<file path="src/design/swavg_pkg.sv">
// shared types and codes for the sample window averager
package swavg_pkg;

   localparam int CSR_INDEX_BITS = 4;
   localparam int CSR_DATA_BITS  = 16;
   localparam int THRESHOLD_BITS = 16;

   localparam logic [CSR_INDEX_BITS-1:0] CSR_FREEFALL_AXIS      = 4'd0;
   localparam logic [CSR_INDEX_BITS-1:0] CSR_FREEFALL_THRESHOLD = 4'd1;

   typedef enum logic [1:0] {
      AXIS_X    = 2'd0,
      AXIS_Y    = 2'd1,
      AXIS_Z    = 2'd2,
      AXIS_NONE = 2'd3
   } axis_type;

   localparam axis_type AXIS_RESET = AXIS_Z;
   localparam logic signed [THRESHOLD_BITS-1:0] THRESHOLD_RESET = 16'sd614;

   typedef struct packed {
      axis_type                           axis;
      logic signed [THRESHOLD_BITS-1:0]   threshold;
   } cfg_type;

endpackage

</file>
<file path="src/design/sample_window_average_freefall_top.sv">
// top level of the sample window averager with free-fall flag
//
// req channel: one beat per sensor sample (x, y, z acceleration and position
// ticks), valid/stall handshake. rsp channel: one beat per sample with the
// window means of all four channels and the free-fall flag of that sample.
// csr channel: register writes (index 0 free-fall axis, 1 threshold), always
// ready; write only while no sample is in flight.
//
// throughput: one sample per cycle unless rsp_stall holds the result, set by
// the running-sum update of one add and one subtract per channel. req beats
// pass the input register, then the result register. the window is a shift
// line of WINDOW_DEPTH entries; the oldest entry drops out at the last tap.
//
// reset clears both stage valids, the fill count and the sums, so the window
// reads as all zero, and loads axis z and threshold 614.
// when rsp_stall is high the result holds and req_stall follows in the same
// cycle once the input register holds a sample; an empty input register
// still takes one more beat.
module sample_window_average_freefall_top #(
   parameter int WINDOW_DEPTH  = 16,
   parameter int ACCEL_BITS    = 16,
   parameter int POSITION_BITS = 32
) (
   input  logic                                    clock,
   input  logic                                    reset,
   input  logic                                    req_valid,
   output logic                                    req_stall,
   input  logic signed [ACCEL_BITS-1:0]            req_accel_x,
   input  logic signed [ACCEL_BITS-1:0]            req_accel_y,
   input  logic signed [ACCEL_BITS-1:0]            req_accel_z,
   input  logic [POSITION_BITS-1:0]                req_position_ticks,
   output logic                                    rsp_valid,
   input  logic                                    rsp_stall,
   output logic signed [ACCEL_BITS-1:0]            rsp_mean_x,
   output logic signed [ACCEL_BITS-1:0]            rsp_mean_y,
   output logic signed [ACCEL_BITS-1:0]            rsp_mean_z,
   output logic [POSITION_BITS-1:0]                rsp_mean_position,
   output logic                                    rsp_free_fall,
   input  logic                                    csr_valid,
   output logic                                    csr_ready,
   input  logic [swavg_pkg::CSR_INDEX_BITS-1:0]    csr_index,
   input  logic [swavg_pkg::CSR_DATA_BITS-1:0]     csr_wdata
);

   localparam int SUM_A_BITS = ACCEL_BITS + $clog2(WINDOW_DEPTH) + 1;
   localparam int SUM_P_BITS = POSITION_BITS + $clog2(WINDOW_DEPTH);

   swavg_pkg::cfg_type             cfg;
   logic                           advance;
   logic                           out_ready;
   logic signed [ACCEL_BITS-1:0]   ax;
   logic signed [ACCEL_BITS-1:0]   ay;
   logic signed [ACCEL_BITS-1:0]   az;
   logic [POSITION_BITS-1:0]       pos;
   logic signed [SUM_A_BITS-1:0]   sum_x;
   logic signed [SUM_A_BITS-1:0]   sum_y;
   logic signed [SUM_A_BITS-1:0]   sum_z;
   logic [SUM_P_BITS-1:0]          sum_p;

   swavg_csr u_csr (
      .clock     (clock),
      .reset     (reset),
      .csr_valid (csr_valid),
      .csr_ready (csr_ready),
      .csr_index (csr_index),
      .csr_wdata (csr_wdata),
      .cfg       (cfg)
   );

   swavg_in_stage #(
      .ACCEL_BITS    (ACCEL_BITS),
      .POSITION_BITS (POSITION_BITS)
   ) u_in (
      .clock              (clock),
      .reset              (reset),
      .req_valid          (req_valid),
      .req_stall          (req_stall),
      .req_accel_x        (req_accel_x),
      .req_accel_y        (req_accel_y),
      .req_accel_z        (req_accel_z),
      .req_position_ticks (req_position_ticks),
      .next_ready         (out_ready),
      .advance            (advance),
      .ax                 (ax),
      .ay                 (ay),
      .az                 (az),
      .pos                (pos)
   );

   swavg_window #(
      .WINDOW_DEPTH  (WINDOW_DEPTH),
      .ACCEL_BITS    (ACCEL_BITS),
      .POSITION_BITS (POSITION_BITS),
      .SUM_A_BITS    (SUM_A_BITS),
      .SUM_P_BITS    (SUM_P_BITS)
   ) u_window (
      .clock      (clock),
      .reset      (reset),
      .advance    (advance),
      .ax         (ax),
      .ay         (ay),
      .az         (az),
      .pos        (pos),
      .sum_x_next (sum_x),
      .sum_y_next (sum_y),
      .sum_z_next (sum_z),
      .sum_p_next (sum_p)
   );

   swavg_out_stage #(
      .WINDOW_DEPTH  (WINDOW_DEPTH),
      .ACCEL_BITS    (ACCEL_BITS),
      .POSITION_BITS (POSITION_BITS),
      .SUM_A_BITS    (SUM_A_BITS),
      .SUM_P_BITS    (SUM_P_BITS)
   ) u_out (
      .clock             (clock),
      .reset             (reset),
      .advance           (advance),
      .ready             (out_ready),
      .sum_x             (sum_x),
      .sum_y             (sum_y),
      .sum_z             (sum_z),
      .sum_p             (sum_p),
      .ax                (ax),
      .ay                (ay),
      .az                (az),
      .cfg               (cfg),
      .rsp_valid         (rsp_valid),
      .rsp_stall         (rsp_stall),
      .rsp_mean_x        (rsp_mean_x),
      .rsp_mean_y        (rsp_mean_y),
      .rsp_mean_z        (rsp_mean_z),
      .rsp_mean_position (rsp_mean_position),
      .rsp_free_fall     (rsp_free_fall)
   );

endmodule

</file>
<file path="src/design/swavg_csr.sv">
// configuration registers: free-fall axis and threshold
module swavg_csr (
   input  logic                                    clock,
   input  logic                                    reset,
   input  logic                                    csr_valid,
   output logic                                    csr_ready,
   input  logic [swavg_pkg::CSR_INDEX_BITS-1:0]    csr_index,
   input  logic [swavg_pkg::CSR_DATA_BITS-1:0]     csr_wdata,
   output swavg_pkg::cfg_type                      cfg
);

   swavg_pkg::cfg_type cfg_ff;
   swavg_pkg::cfg_type cfg_in;

   assign csr_ready = 1'b1;
   assign cfg       = cfg_ff;

   always_comb begin
      cfg_in = cfg_ff;
      if (csr_valid) begin
         case (csr_index)
            swavg_pkg::CSR_FREEFALL_AXIS: begin
               cfg_in.axis = swavg_pkg::axis_type'(csr_wdata[1:0]);
            end
            swavg_pkg::CSR_FREEFALL_THRESHOLD: begin
               cfg_in.threshold = csr_wdata[swavg_pkg::THRESHOLD_BITS-1:0];
            end
            default: begin
            end
         endcase
      end
   end

   always_ff @(posedge clock) begin
      if (reset) begin
         cfg_ff.axis      <= swavg_pkg::AXIS_RESET;
         cfg_ff.threshold <= swavg_pkg::THRESHOLD_RESET;
      end else begin
         cfg_ff <= cfg_in;
      end
   end

endmodule

</file>
<file path="src/design/swavg_in_stage.sv">
// input register stage for sample beats
module swavg_in_stage #(
   parameter int ACCEL_BITS    = 16,
   parameter int POSITION_BITS = 32
) (
   input  logic                             clock,
   input  logic                             reset,
   input  logic                             req_valid,
   output logic                             req_stall,
   input  logic signed [ACCEL_BITS-1:0]     req_accel_x,
   input  logic signed [ACCEL_BITS-1:0]     req_accel_y,
   input  logic signed [ACCEL_BITS-1:0]     req_accel_z,
   input  logic [POSITION_BITS-1:0]         req_position_ticks,
   input  logic                             next_ready,
   output logic                             advance,
   output logic signed [ACCEL_BITS-1:0]     ax,
   output logic signed [ACCEL_BITS-1:0]     ay,
   output logic signed [ACCEL_BITS-1:0]     az,
   output logic [POSITION_BITS-1:0]         pos
);

   logic                          valid_ff;
   logic                          valid_in;
   logic                          load;
   logic signed [ACCEL_BITS-1:0]  ax_ff;
   logic signed [ACCEL_BITS-1:0]  ay_ff;
   logic signed [ACCEL_BITS-1:0]  az_ff;
   logic [POSITION_BITS-1:0]      pos_ff;

   assign advance   = valid_ff && next_ready;
   assign req_stall = valid_ff && !next_ready;
   assign load      = req_valid && !req_stall;
   assign valid_in  = load || (valid_ff && !advance);

   assign ax  = ax_ff;
   assign ay  = ay_ff;
   assign az  = az_ff;
   assign pos = pos_ff;

   always_ff @(posedge clock) begin
      if (reset) begin
         valid_ff <= 1'b0;
      end else begin
         valid_ff <= valid_in;
      end
   end

   always_ff @(posedge clock) begin
      if (load) begin
         ax_ff  <= req_accel_x;
         ay_ff  <= req_accel_y;
         az_ff  <= req_accel_z;
         pos_ff <= req_position_ticks;
      end
   end

endmodule

</file>
<file path="src/design/swavg_window.sv">
// sample window shift line, fill count and running sums
module swavg_window #(
   parameter int WINDOW_DEPTH  = 16,
   parameter int ACCEL_BITS    = 16,
   parameter int POSITION_BITS = 32,
   parameter int SUM_A_BITS    = ACCEL_BITS + $clog2(WINDOW_DEPTH) + 1,
   parameter int SUM_P_BITS    = POSITION_BITS + $clog2(WINDOW_DEPTH)
) (
   input  logic                             clock,
   input  logic                             reset,
   input  logic                             advance,
   input  logic signed [ACCEL_BITS-1:0]     ax,
   input  logic signed [ACCEL_BITS-1:0]     ay,
   input  logic signed [ACCEL_BITS-1:0]     az,
   input  logic [POSITION_BITS-1:0]         pos,
   output logic signed [SUM_A_BITS-1:0]     sum_x_next,
   output logic signed [SUM_A_BITS-1:0]     sum_y_next,
   output logic signed [SUM_A_BITS-1:0]     sum_z_next,
   output logic [SUM_P_BITS-1:0]            sum_p_next
);

   localparam int COUNT_BITS = $clog2(WINDOW_DEPTH + 1);
   localparam logic [COUNT_BITS-1:0] FULL_COUNT = COUNT_BITS'(WINDOW_DEPTH);

   logic signed [ACCEL_BITS-1:0]  win_x_ff [WINDOW_DEPTH];
   logic signed [ACCEL_BITS-1:0]  win_y_ff [WINDOW_DEPTH];
   logic signed [ACCEL_BITS-1:0]  win_z_ff [WINDOW_DEPTH];
   logic [POSITION_BITS-1:0]      win_p_ff [WINDOW_DEPTH];

   logic [COUNT_BITS-1:0]         count_ff;
   logic [COUNT_BITS-1:0]         count_in;
   logic signed [SUM_A_BITS-1:0]  sum_x_ff;
   logic signed [SUM_A_BITS-1:0]  sum_y_ff;
   logic signed [SUM_A_BITS-1:0]  sum_z_ff;
   logic [SUM_P_BITS-1:0]         sum_p_ff;

   logic                          full;
   logic signed [ACCEL_BITS-1:0]  old_x;
   logic signed [ACCEL_BITS-1:0]  old_y;
   logic signed [ACCEL_BITS-1:0]  old_z;
   logic [POSITION_BITS-1:0]      old_p;

   // oldest entry counts as zero until the window has filled once
   assign full  = (count_ff == FULL_COUNT);
   assign old_x = full ? win_x_ff[WINDOW_DEPTH-1] : '0;
   assign old_y = full ? win_y_ff[WINDOW_DEPTH-1] : '0;
   assign old_z = full ? win_z_ff[WINDOW_DEPTH-1] : '0;
   assign old_p = full ? win_p_ff[WINDOW_DEPTH-1] : '0;

   assign sum_x_next = sum_x_ff + SUM_A_BITS'(ax) - SUM_A_BITS'(old_x);
   assign sum_y_next = sum_y_ff + SUM_A_BITS'(ay) - SUM_A_BITS'(old_y);
   assign sum_z_next = sum_z_ff + SUM_A_BITS'(az) - SUM_A_BITS'(old_z);
   assign sum_p_next = sum_p_ff + SUM_P_BITS'(pos) - SUM_P_BITS'(old_p);

   assign count_in = full ? count_ff : count_ff + COUNT_BITS'(1);

   always_ff @(posedge clock) begin
      if (reset) begin
         count_ff <= '0;
         sum_x_ff <= '0;
         sum_y_ff <= '0;
         sum_z_ff <= '0;
         sum_p_ff <= '0;
      end else if (advance) begin
         count_ff <= count_in;
         sum_x_ff <= sum_x_next;
         sum_y_ff <= sum_y_next;
         sum_z_ff <= sum_z_next;
         sum_p_ff <= sum_p_next;
      end
   end

   always_ff @(posedge clock) begin
      if (advance) begin
         win_x_ff[0] <= ax;
         win_y_ff[0] <= ay;
         win_z_ff[0] <= az;
         win_p_ff[0] <= pos;
         for (int i = 1; i < WINDOW_DEPTH; i++) begin
            win_x_ff[i] <= win_x_ff[i-1];
            win_y_ff[i] <= win_y_ff[i-1];
            win_z_ff[i] <= win_z_ff[i-1];
            win_p_ff[i] <= win_p_ff[i-1];
         end
      end
   end

endmodule

</file>
<file path="src/design/swavg_out_stage.sv">
// mean scaling, free-fall compare and result register
module swavg_out_stage #(
   parameter int WINDOW_DEPTH  = 16,
   parameter int ACCEL_BITS    = 16,
   parameter int POSITION_BITS = 32,
   parameter int SUM_A_BITS    = ACCEL_BITS + $clog2(WINDOW_DEPTH) + 1,
   parameter int SUM_P_BITS    = POSITION_BITS + $clog2(WINDOW_DEPTH)
) (
   input  logic                             clock,
   input  logic                             reset,
   input  logic                             advance,
   output logic                             ready,
   input  logic signed [SUM_A_BITS-1:0]     sum_x,
   input  logic signed [SUM_A_BITS-1:0]     sum_y,
   input  logic signed [SUM_A_BITS-1:0]     sum_z,
   input  logic [SUM_P_BITS-1:0]            sum_p,
   input  logic signed [ACCEL_BITS-1:0]     ax,
   input  logic signed [ACCEL_BITS-1:0]     ay,
   input  logic signed [ACCEL_BITS-1:0]     az,
   input  swavg_pkg::cfg_type               cfg,
   output logic                             rsp_valid,
   input  logic                             rsp_stall,
   output logic signed [ACCEL_BITS-1:0]     rsp_mean_x,
   output logic signed [ACCEL_BITS-1:0]     rsp_mean_y,
   output logic signed [ACCEL_BITS-1:0]     rsp_mean_z,
   output logic [POSITION_BITS-1:0]         rsp_mean_position,
   output logic                             rsp_free_fall
);

   // floor(log2(depth))
   localparam int SHIFT = $clog2(WINDOW_DEPTH + 1) - 1;
   localparam int CMP_BITS =
      (ACCEL_BITS > swavg_pkg::THRESHOLD_BITS) ? ACCEL_BITS : swavg_pkg::THRESHOLD_BITS;
   localparam logic signed [SUM_A_BITS-1:0] MEAN_MAX =
      {{(SUM_A_BITS-ACCEL_BITS+1){1'b0}}, {(ACCEL_BITS-1){1'b1}}};
   localparam logic signed [SUM_A_BITS-1:0] MEAN_MIN = ~MEAN_MAX;

   logic                          valid_ff;
   logic                          valid_in;
   logic signed [ACCEL_BITS-1:0]  mean_x_ff;
   logic signed [ACCEL_BITS-1:0]  mean_y_ff;
   logic signed [ACCEL_BITS-1:0]  mean_z_ff;
   logic [POSITION_BITS-1:0]      mean_p_ff;
   logic                          free_fall_ff;

   logic signed [SUM_A_BITS-1:0]  shr_x;
   logic signed [SUM_A_BITS-1:0]  shr_y;
   logic signed [SUM_A_BITS-1:0]  shr_z;
   logic [SUM_P_BITS-1:0]         shr_p;
   logic signed [ACCEL_BITS-1:0]  mean_x_in;
   logic signed [ACCEL_BITS-1:0]  mean_y_in;
   logic signed [ACCEL_BITS-1:0]  mean_z_in;
   logic [POSITION_BITS-1:0]      mean_p_in;
   logic signed [CMP_BITS-1:0]    chk;
   logic signed [CMP_BITS-1:0]    thr;
   logic                          free_fall_in;

   function automatic logic signed [ACCEL_BITS-1:0] clamp(
      input logic signed [SUM_A_BITS-1:0] v
   );
      logic signed [ACCEL_BITS-1:0] r;
      if (v > MEAN_MAX) begin
         r = MEAN_MAX[ACCEL_BITS-1:0];
      end else if (v < MEAN_MIN) begin
         r = MEAN_MIN[ACCEL_BITS-1:0];
      end else begin
         r = v[ACCEL_BITS-1:0];
      end
      return r;
   endfunction

   assign shr_x = sum_x >>> SHIFT;
   assign shr_y = sum_y >>> SHIFT;
   assign shr_z = sum_z >>> SHIFT;
   assign shr_p = sum_p >> SHIFT;

   assign mean_x_in = clamp(shr_x);
   assign mean_y_in = clamp(shr_y);
   assign mean_z_in = clamp(shr_z);
   assign mean_p_in = (|shr_p[SUM_P_BITS-1:POSITION_BITS]) ? '1 : shr_p[POSITION_BITS-1:0];

   always_comb begin
      thr = CMP_BITS'(cfg.threshold);
      case (cfg.axis)
         swavg_pkg::AXIS_X: chk = CMP_BITS'(ax);
         swavg_pkg::AXIS_Y: chk = CMP_BITS'(ay);
         swavg_pkg::AXIS_Z: chk = CMP_BITS'(az);
         default:           chk = '0;
      endcase
      free_fall_in = (cfg.axis != swavg_pkg::AXIS_NONE) && (chk < thr);
   end

   assign ready    = !valid_ff || !rsp_stall;
   assign valid_in = advance || (valid_ff && rsp_stall);

   always_ff @(posedge clock) begin
      if (reset) begin
         valid_ff <= 1'b0;
      end else begin
         valid_ff <= valid_in;
      end
   end

   always_ff @(posedge clock) begin
      if (advance) begin
         mean_x_ff    <= mean_x_in;
         mean_y_ff    <= mean_y_in;
         mean_z_ff    <= mean_z_in;
         mean_p_ff    <= mean_p_in;
         free_fall_ff <= free_fall_in;
      end
   end

   assign rsp_valid         = valid_ff;
   assign rsp_mean_x        = mean_x_ff;
   assign rsp_mean_y        = mean_y_ff;
   assign rsp_mean_z        = mean_z_ff;
   assign rsp_mean_position = mean_p_ff;
   assign rsp_free_fall     = free_fall_ff;

endmodule

</file>
<file path="config.mk">
export PLATFORM = sky130hd
export DESIGN_NAME = sample_window_average_freefall_top
export DESIGN_NICKNAME = d
export VERILOG_FILES = /design/src/design/swavg_pkg.sv /design/src/design/sample_window_average_freefall_top.sv /design/src/design/swavg_csr.sv /design/src/design/swavg_in_stage.sv /design/src/design/swavg_window.sv /design/src/design/swavg_out_stage.sv
export SDC_FILE = /design/constraint.sdc
export NUM_CORES = 1
export LEC_CHECK = 0
export BUFFER_PORTS_ARGS = -buffer_cell sky130_fd_sc_hd__buf_2
export CORE_UTILIZATION = 45
export CTS_BUF_LIST = sky130_fd_sc_hd__clkbuf_8
export DETAILED_ROUTE_END_ITERATION = 12
export SYNTH_ARGS = -nofsm -noshare
export SYNTH_HDL_FRONTEND = slang
export SYNTH_HIERARCHICAL = 1
export SYNTH_SLANG_ARGS = --single-unit
</file>
<file path="constraint.sdc">
create_clock -name clock -period 90.4 [get_ports clock]
set_input_delay 0 -clock clock [delete_from_list [all_inputs] [get_ports clock]]
set_output_delay 0 -clock clock [all_outputs]
set_load 0.02 [all_outputs]
</file>
# Yosys cells after proc, flatten, opt, wreduce, memory -nomap -nowiden

Memories as Yosys holds them, arrays and structs flattened.
Cells that the tools add are included.

Memories: 4
Input bits: 105
Output and inout port bits: 84
Register bits: 285
Bits in writable memories: 1280
Logic and storage cells: 73

Muxes and demuxes: 10
$lt $le $gt $ge: 7
Equality and inequality tests: 5
Bitwise logic cells: 1
Add/sub/neg operators: 9
Reduce and logical (&&, ||, !) cells: 19

Memories:

| memory            | depth | width | rd ports | clocked after Yosys merged registers in | wr ports | line               | RTL |
|---|---|---|---|---|---|---|---|
| u_window.win_p_ff | 16    | 32    | 16       | 0                                       | 16       | swavg_window.sv:28 | `logic [POSITION_BITS-1:0] win_p_ff [WINDOW_DEPTH];` |
| u_window.win_x_ff | 16    | 16    | 16       | 0                                       | 16       | swavg_window.sv:25 | `logic signed [ACCEL_BITS-1:0] win_x_ff [WINDOW_DEPTH];` |
| u_window.win_y_ff | 16    | 16    | 16       | 0                                       | 16       | swavg_window.sv:26 | `logic signed [ACCEL_BITS-1:0] win_y_ff [WINDOW_DEPTH];` |
| u_window.win_z_ff | 16    | 16    | 16       | 0                                       | 16       | swavg_window.sv:27 | `logic signed [ACCEL_BITS-1:0] win_z_ff [WINDOW_DEPTH];` |

Operators by type and width:

| kind                                                                               | number |
|---|---|
| 16-bit two-way mux                                                                 | 6 |
| 21-bit by 16-bit adder with 21-bit output                                          | 3 |
| 21-bit by 16-bit subtractor with 21-bit output                                     | 3 |
| 17-bit by 16-bit greater-than comparator with 1-bit output (second input constant) | 3 |
| 17-bit by 16-bit less-than comparator with 1-bit output (second input constant)    | 3 |
| 16-bit one-hot mux with 3 select lines                                             | 1 |
| 36-bit by 32-bit adder with 36-bit output                                          | 1 |
| 36-bit by 32-bit subtractor with 36-bit output                                     | 1 |
| 32-bit two-way mux                                                                 | 1 |
| 16-bit less-than comparator                                                        | 1 |
| 1-bit logical AND                                                                  | 6 |
| 2-bit AND reduction                                                                | 3 |
| 5-bit by 1-bit adder with 5-bit output (second input constant)                     | 1 |
| 5-bit == test (second input constant)                                              | 1 |
| 1-bit logical NOT                                                                  | 5 |
| 4-bit by 1-bit == test with 1-bit output (second input constant)                   | 1 |
| 4-bit logical NOT                                                                  | 1 |
| 1-bit logical OR                                                                   | 3 |
| 2-bit by 1-bit == test with 1-bit output (second input constant)                   | 1 |
| 2-bit == test (second input constant)                                              | 1 |
| 2-bit logical NOT                                                                  | 1 |
| 1-bit two-way mux                                                                  | 2 |
| 2-bit inequality test (second input constant)                                      | 1 |
| 1-bit inverter                                                                     | 1 |

# Depth between registers and ports, before layout

Gate-level depths: netlist of run 1.

Word-level depth: 7
Depth in mapped cells: 24
Depth with buffers taken out: 21

# By module

Netlist of run 1, hierarchy kept.

Modules (own cells, without submodules):

| module          | times used | area an instance (µm²) | sequential area each (µm²) | cells an instance |
|---|---|---|---|---|
| swavg_window    | 1          | 50986.4                | 40518.9                    | 2908 |
| swavg_out_stage | 1          | 3812.4                 | 2452.4                     | 333 |
| swavg_in_stage  | 1          | 2458.6                 | 2422.3                     | 85 |
| swavg_csr       | 1          | 778.2                  | 360.3                      | 82 |

# Worst setup path after synthesis of run 1

OpenSTA, ideal clock, no wires.

Path kind: reg2reg
From: reg u_out.valid_ff (netlist: u_out/rsp_valid)
To: reg u_window.sum_x_ff[0]
Path buffers: 3
Clock period less this slack: 33.035 ns
Arrival: 32.907 ns
Required time: 90.272 ns
Setup time: 0.128 ns
Stages on the path, launching flop included: 8
Path slack: 57.365 ns
Cells stage by stage: dfxtp_1 nand2_1 and2_1 clkbuf_1 clkbuf_1 clkbuf_1 mux2i_1 nor2_1

Longest elaborated chain between the ends: 3

RTL lines:

| what                   | line                                     | RTL |
|---|---|---|
| start, declared        | swavg_out_stage.sv:38                    | `logic valid_ff;` |
| start signal, assigned | swavg_out_stage.sv:100                   | `valid_ff <= valid_in;` |
| 1-bit logical NOT      | swavg_out_stage.sv:93                    | `assign ready = !valid_ff \|\| !rsp_stall;` |
| 1-bit logical OR       | swavg_out_stage.sv:93                    |  |
| via out_ready          | sample_window_average_freefall_top.sv:50 | `logic out_ready;` |
| 1-bit logical AND      | swavg_in_stage.sv:30                     | `assign advance = valid_ff && next_ready;` |
| via advance            | sample_window_average_freefall_top.sv:49 | `logic advance;` |
| end signal, assigned   | swavg_window.sv:66                       | `sum_x_ff <= sum_x_next;` |
| end, declared          | swavg_window.sv:32                       | `logic signed [SUM_A_BITS-1:0] sum_x_ff;` |

The timed path passes the listed nets, and every way through them passes these cells.
A chain may end at the register's enable or synchronous reset.

# Worst setup path in the final report of run 1

From: reg u_window.count_ff[0]
To: reg u_out.mean_z_ff[2] (netlist: u_out/rsp_mean_z[2]), data pin

Longest elaborated chain between the ends: 5
Elaborated cells between the ends (all ways): 6
Those cells by class: 1 x add/sub; 2 x order compare; 1 x eq/ne; 2 x mux

RTL lines:

| what                                                    | line                                     | RTL |
|---|---|---|
| start, declared                                         | swavg_window.sv:30                       | `logic [COUNT_BITS-1:0] count_ff;` |
| start signal, assigned                                  | swavg_window.sv:65                       | `count_ff <= count_in;` |
| 5-bit == test *                                         | swavg_window.sv:44                       | `assign full = (count_ff == FULL_COUNT);` |
| 16-bit two-way mux *                                    | swavg_window.sv:47                       | `assign old_z = full ? win_z_ff[WINDOW_DEPTH-1] : '0;` |
| 21-bit by 16-bit subtractor with 21-bit output *        | swavg_window.sv:52                       | `assign sum_z_next = sum_z_ff + SUM_A_BITS'(az) - SUM_A_BITS'(old_z);` |
| via sum_z[20]                                           | sample_window_average_freefall_top.sv:57 | `logic signed [SUM_A_BITS-1:0] sum_z;` |
| 17-bit by 16-bit less-than comparator with 1-bit output | swavg_out_stage.sv:64                    | `end else if (v < MEAN_MIN) begin` |
| 16-bit two-way mux                                      | swavg_out_stage.sv:64                    |  |
| end signal, assigned                                    | swavg_out_stage.sv:108                   | `mean_z_ff <= mean_z_in;` |
| end, declared                                           | swavg_out_stage.sv:42                    | `logic signed [ACCEL_BITS-1:0] mean_z_ff;` |

Mark *: on every way through the listed nets, which the timed path passes. The rest lies on a longest branch.

==> results of run 1 <==
## cell type report
type                       count  area (sq um)
fill                       10300         59700
inverter                     399          1500
tap                         1662          2080
sequential                  1565         45800
timing repair buffer         451          3560
multi-input combinational   1347         10400
clock buffer                 251          3450
clock inverter               199          1210
antenna                        5          12.5
## metrics by stage
stage | instance area (sq um) | setup WS (ps)
final | 68000 | 84740
after detailed placement | 60900 | 84680
after CTS | 68000 | 84670
after floorplan | 58000 | 57370
after global placement | 60900 | 84880
after global routing | 68000 | 84200
## registers in the layout, summed over array words and instances (netlist names), 32 cells and up
register and cells:
u_in/pos 32, u_window/win_p_ff 512, u_window/win_z_ff 256, u_out/rsp_mean_position 32, u_window/win_x_ff 256, u_window/sum_p_ff 36, u_window/win_y_ff 256
## critical path: stages, from the launching register on
cell and delay [ps]:
dfxtp_1 320, inv_1 90, ha_1 160, nor4bb_4 300
buf_4 540, and2_1 230, fa_1 460, fa_1 480
nor2b_1 140, o21a_1 150, o21ai_1 110, a211oi_2 350
a2111oi_1 160, or3b_1 460, o21ai_0 170, a21oi_1 90
xnor2_1 520, nor2b_1 550, nor2_1 130
## path summary, 6_finish.rpt
path | startpoint | to | slack, ps | cells past startpoint
setup reg to reg | u_window/count_ff[0] | u_out/rsp_mean_z[2] | 84740 | 18
hold / removal | reset | u_window/sum_p_ff[29] | 160 | 3
setup / recovery | u_window/count_ff[0] | u_out/rsp_mean_z[2] | 84740 | 18
hold reg to reg | u_window/win_z_ff[0][42] | u_window/win_z_ff[0][58] | 350 | 0
## power breakdown
group	switching (uW)	total [uW]	internal [uW]
clock network	270	554	283
registers	21.1	876	855
logic	185	293	108
total	477	1720	1250
## metal layers
metal | track usage (%) | up-vias | wire (microns)
met5 | 0 | - | 0
met4 | 5.82 | 0 | 2690
met3 | 3.78 | 219 | 5490
met2 | 23.2 | 703 | 45300
met1 | 23.4 | 13800 | 50400
li1 | - | 13500 | -
## cells in the final DEF, fill, tap and decap left out, types with 22 or more instances in the layout
master and instances:
a21o_1 53, buf_4 23, nand2_1 109, xnor2_1 75, fa_1 92, ha_1 119
nor2_1 198, o21ai_1 32, nand3_1 22, nand2b_1 29, o21ai_0 81, clkinv_1 49
dlygate4sd3_1 238, buf_2 186, xor2_1 22, and2_1 82, clkbuf_8 251, mux2i_1 99
inv_1 503, clkinv_2 22, nor3_1 40, a21oi_1 87, edfxtp_1 1441, dfxtp_1 124
## timing repair
| item | CTS | global route |
|---|---|---|
| hold buffers | 238 | 0 |
| endpoints found under the hold margin | 308 | 0 |
| resized for setup | 0 | 0 |
==> reports/qor.yml, run 1 <==
global_routing:
  grt_pass1_vias: 28100
  grt_pass1_wl_microns: 159000
  track_usage_pct: 16.0
  antenna_found_initial: 11
  gr-total-overflow: 0
  grt_max_degree: 192
drt:
  num_vias: 28300
  drtAntennaViolNets: 0
  firstDrtPassIters: 8
  avgViaCountPerCell: 4.81
  detail_route.wl_per_cell_microns: 17.7
  drc: 0
  drt_iter0_markers: 2422
  drt_wl_total_microns: 104000
final_layout:
  drive_gt1_share_pct: 12.7
  nNetsFinal: 4319
  post-route-util_pct: 53.2
  final_cells: 5879
  area_growth_pct: 17.2
floorplan:
  core_sq_um: 128000
  ios: 189
  die_w_microns: 361
  die_area_sq_um: 130000
  die_height_microns: 361
  row_count: 131
  start_util_pct: 45.4
placement:
  place_inst: 5186
  detailed_place_hpwl_microns: 62000
  routabilityCongestion: 0.822
  port_buffers: 187
pwr:
  leakage_uw: 0.0252
  irDropWorstVdd_v: 0.0000149
  power_density_nw_per_um2: 25.3
  p_total_uw: 1720
timing:
  grt_setup_unrepaired: "false"
  finalHoldViolCount: 0
  worstMarginPinSlew_ps: 1210
  hold_slack_ps: 157
  max_slew_margin_pct: 19.1
  clock_skew_ps: 117
  fin_tns_setup_ps: 0
  fmax_mhz: 177
  setup_viol: 0
  maxSlewViolCount: 0
  timing.final.crit_share_pct: 6.27
  period_needed_ps: 5660
logic_synthesis:
  syn_nets: 3721
  synth_area_sq_um: 58000
  syn_inst: 3405
  avgSynthCellArea_sq_um: 17.0
  yosysWarnings: 6
clocking:
  clk_pin_slew_ps: 70
  clock_latency_ps: 960
  root_buffer: "clkbuf_8"
  clkSinkCount: 1565
  cts_tree: "built"
  post_cts_buffers: 0
  clock_path_buffers: 3
  cts_htree_levels: 4
  numCtsBuffers: 239
worst_setup_path:
  crit_fanout: 50
  path_class: "reg2reg"
  end_kind: "register"
  cp-start-kind: "register"
  crit_arrival_ps: 6290
  crit_required_ps: 91020
worst_hold_path:
  hold_class: "in2reg"
flow_run:
  drv_cap: 0
run_status:
  status: "finished clean"
Power figures use the tool's default switching activity.
==> inputs of run 2 (changes only) <==
==> constraint.sdc (replaced) <==
create_clock -name clock -period 4.8 [get_ports clock]
set_input_delay 0 -clock clock [delete_from_list [all_inputs] [get_ports clock]]
set_output_delay 0 -clock clock [all_outputs]
set_load 0.02 [all_outputs]
==> run 2 against run 1 <==
  * Die area is the same
  * Fmax up 24%
  * Routed wire length rose by 1.8%
  * Register-to-register slack worse by 84000 ps
  * Sequential cell count stayed put
  * Clock power grew to 19 times the previous value
  * Cell count increased by 0.41%
  * Sequential power rose to 19 times the previous value
  * Non-clock buffer count rose by 34
  * Critical endpoint unchanged
==> reports/qor.yml, run 2 (synthesis results as in run 1) <==
run_status:
  status: "finished clean"
worst_setup_path:
  crit_fanout: 13
  end_kind: "register"
  worst_r2r_path_depth: 22
  timing.rr.start: "u_window/count_ff[0]"
  crit_arrival_ps: 5300
  reg2reg_to: "u_out/rsp_mean_z[2]"
  path_class: "reg2reg"
  r2r_setup_slack_ps: 240
  crit_required_ps: 5540
  cp-start-kind: "register"
final_layout:
  multi_input_area_sq_um: 10500
  layout.cells.most_common_list: "edfxtp_1 (1441), inv_1 (490), clkbuf_8 (250)"
  nNetsFinal: 4353
  largest_reg_flops: 512
  drive_gt1_share_pct: 13.9
  area_growth_pct: 17.7
  ff_latch_area_sq_um: 45800
  nFillCells: 10200
  regMostFlops: "u_window/win_p_ff"
  layout_commonest_cell: "edfxtp_1"
drt:
  drt_wl_total_microns: 106000
  dr.max_layer_used: "met5"
  wl_met2_microns: 46500
  wl_met3_microns: 4550
  avgViaCountPerCell: 4.79
  drc: 0
  drt-met1-wl_microns: 52400
  num_vias: 28300
  drt_iter0_markers: 2152
  detail_route.wl_per_cell_microns: 17.9
  firstDrtPassIters: 7
  drtAntennaViolNets: 0
timing:
  setup_viol: 0
  maxSlewViolCount: 0
  worstMarginPinSlew_ps: 1120
  max_slew_margin_pct: 25.6
  clock_skew_ps: 83.0
  finalHoldViolCount: 0
  fmax_mhz: 219
  grt_setup_unrepaired: "false"
  timing.final.crit_share_pct: 95.0
  hold_slack_ps: 165
  period_needed_ps: 4560
clocking:
  numCtsBuffers: 237
  clk_pin_slew_ps: 60
  root_buffer: "clkbuf_8"
  cts_htree_levels: 4
  clkSinkCount: 1565
  cts_tree: "built"
  clock_latency_ps: 930
  clock_path_buffers: 3
global_routing:
  grt_pass1_vias: 28300
  antenna_found_initial: 8
  grt_max_degree: 189
  gr-total-overflow: 0
  grt_pass1_wl_microns: 161000
  track_usage_pct: 16.3
floorplan:
  core_sq_um: 128000
  die_height_microns: 361
  start_util_pct: 45.4
  row_count: 131
  ios: 189
  die_w_microns: 361
  die_area_sq_um: 130000
worst_hold_path:
  hold_class: "in2reg"
  min_to: "u_window/sum_x_ff[0]"
  holdPathStages: 3
  min-delay-start: "reset"
pwr:
  power_density_nw_per_um2: 477
  p_total_uw: 32600
  irDropWorstVdd_v: 0.000277
  leakage_uw: 0.0253
flow_run:
  drv_cap: 0
placement:
  detailed_place_hpwl_microns: 63700
  routabilityCongestion: 0.825
  port_buffers: 187
run 2: changes by cell type in the layout (fill, tap and decap cells not counted), moves of 3 or more:
cell,delta
buf_4,+28
inv_1,-13
buf_12,+6
clkinvlp_4,+6
clkinv_2,+4
clkinv_16,-3
or4b_2,-3
or4b_4,+3
run 2: worst max-delay path, cell delays in order (launching register included):
cell	delay, ps
dfxtp_1	350
inv_1	80
ha_1	190
nor4bb_4	160
buf_6	140
buf_4	150
buf_4	160
and2_1	160
fa_1	480
inv_1	40
ha_1	330
inv_1	120
o21ba_2	160
o21ai_0	120
o31ai_1	220
o21ai_1	130
o311a_1	350
o41ai_4	290
xnor2_1	220
buf_4	250
nor2b_1	60
buf_4	160
nor2_1	120
run 2: worst max-delay path by stage:
stage / from / to / depth (start not counted)
after floorplan: u_out/rsp_valid / u_window/sum_y_ff[18] / 7
after global placement: u_window/count_ff[0] / u_out/rsp_mean_z[1] / 19
after detailed placement: u_window/count_ff[0] / u_out/rsp_mean_z[4] / 19
after CTS: u_window/count_ff[0] / u_out/rsp_mean_x[0] / 20
after global routing: u_window/count_ff[0] / u_out/rsp_mean_x[9] / 22
final: u_window/count_ff[0] / u_out/rsp_mean_z[2] / 22
run 2: metrics by stage:
stage                     setup TNS, ps  setup slack [ps]  area, sq um  util (%)  std cells
after floorplan                -8084920             -6050        58100         -       3405
after global placement                0               106        61200      47.9       5209
after detailed placement          -1000              -145        61200      47.9       5209
after CTS                             0              84.1        68100      53.4       5888
after global routing                  0              15.4        68300      53.5       5902
final                                 0               240        68300      53.5       5903
run 2: layout make-up:
class | count | share of cell area, %
multi-input combinational | 1348 | 15.4
tap | 1662 | 3.04
timing repair inverter | 1 | 0.0110
sequential | 1565 | 67.0
clock inverter | 190 | 1.58
timing repair buffer | 485 | 5.73
clock buffer | 250 | 5.04
antenna | 3 | 0.0110
inverter | 399 | 2.20
run 2: what timing repair did:
item,CTS,global route
pin swaps,1,4
hold buffers,236,0
hold endpoints to repair,279,0
cloned,1,2
resized for setup,2,16
buffers inserted,2,10
setup endpoints to repair,9,50
run 2: layer usage:
metal / GRT usage, % / vias to the layer above
met1: 24.2 / 13900
met3: 3.53 / 173
met4: 5.46 / 2
met2: 23.7 / 574
met5: 0 / -
li1: - / 13600
run 2: where the power goes:
group	switching [uW]	internal, uW	leakage, uW	total (uW)
Clock	5080	5190	0.00265	10300
Combinational	3570	2230	0.00810	5790
Sequential	404	16100	0.0145	16500
Total	9050	23500	0.0253	32600
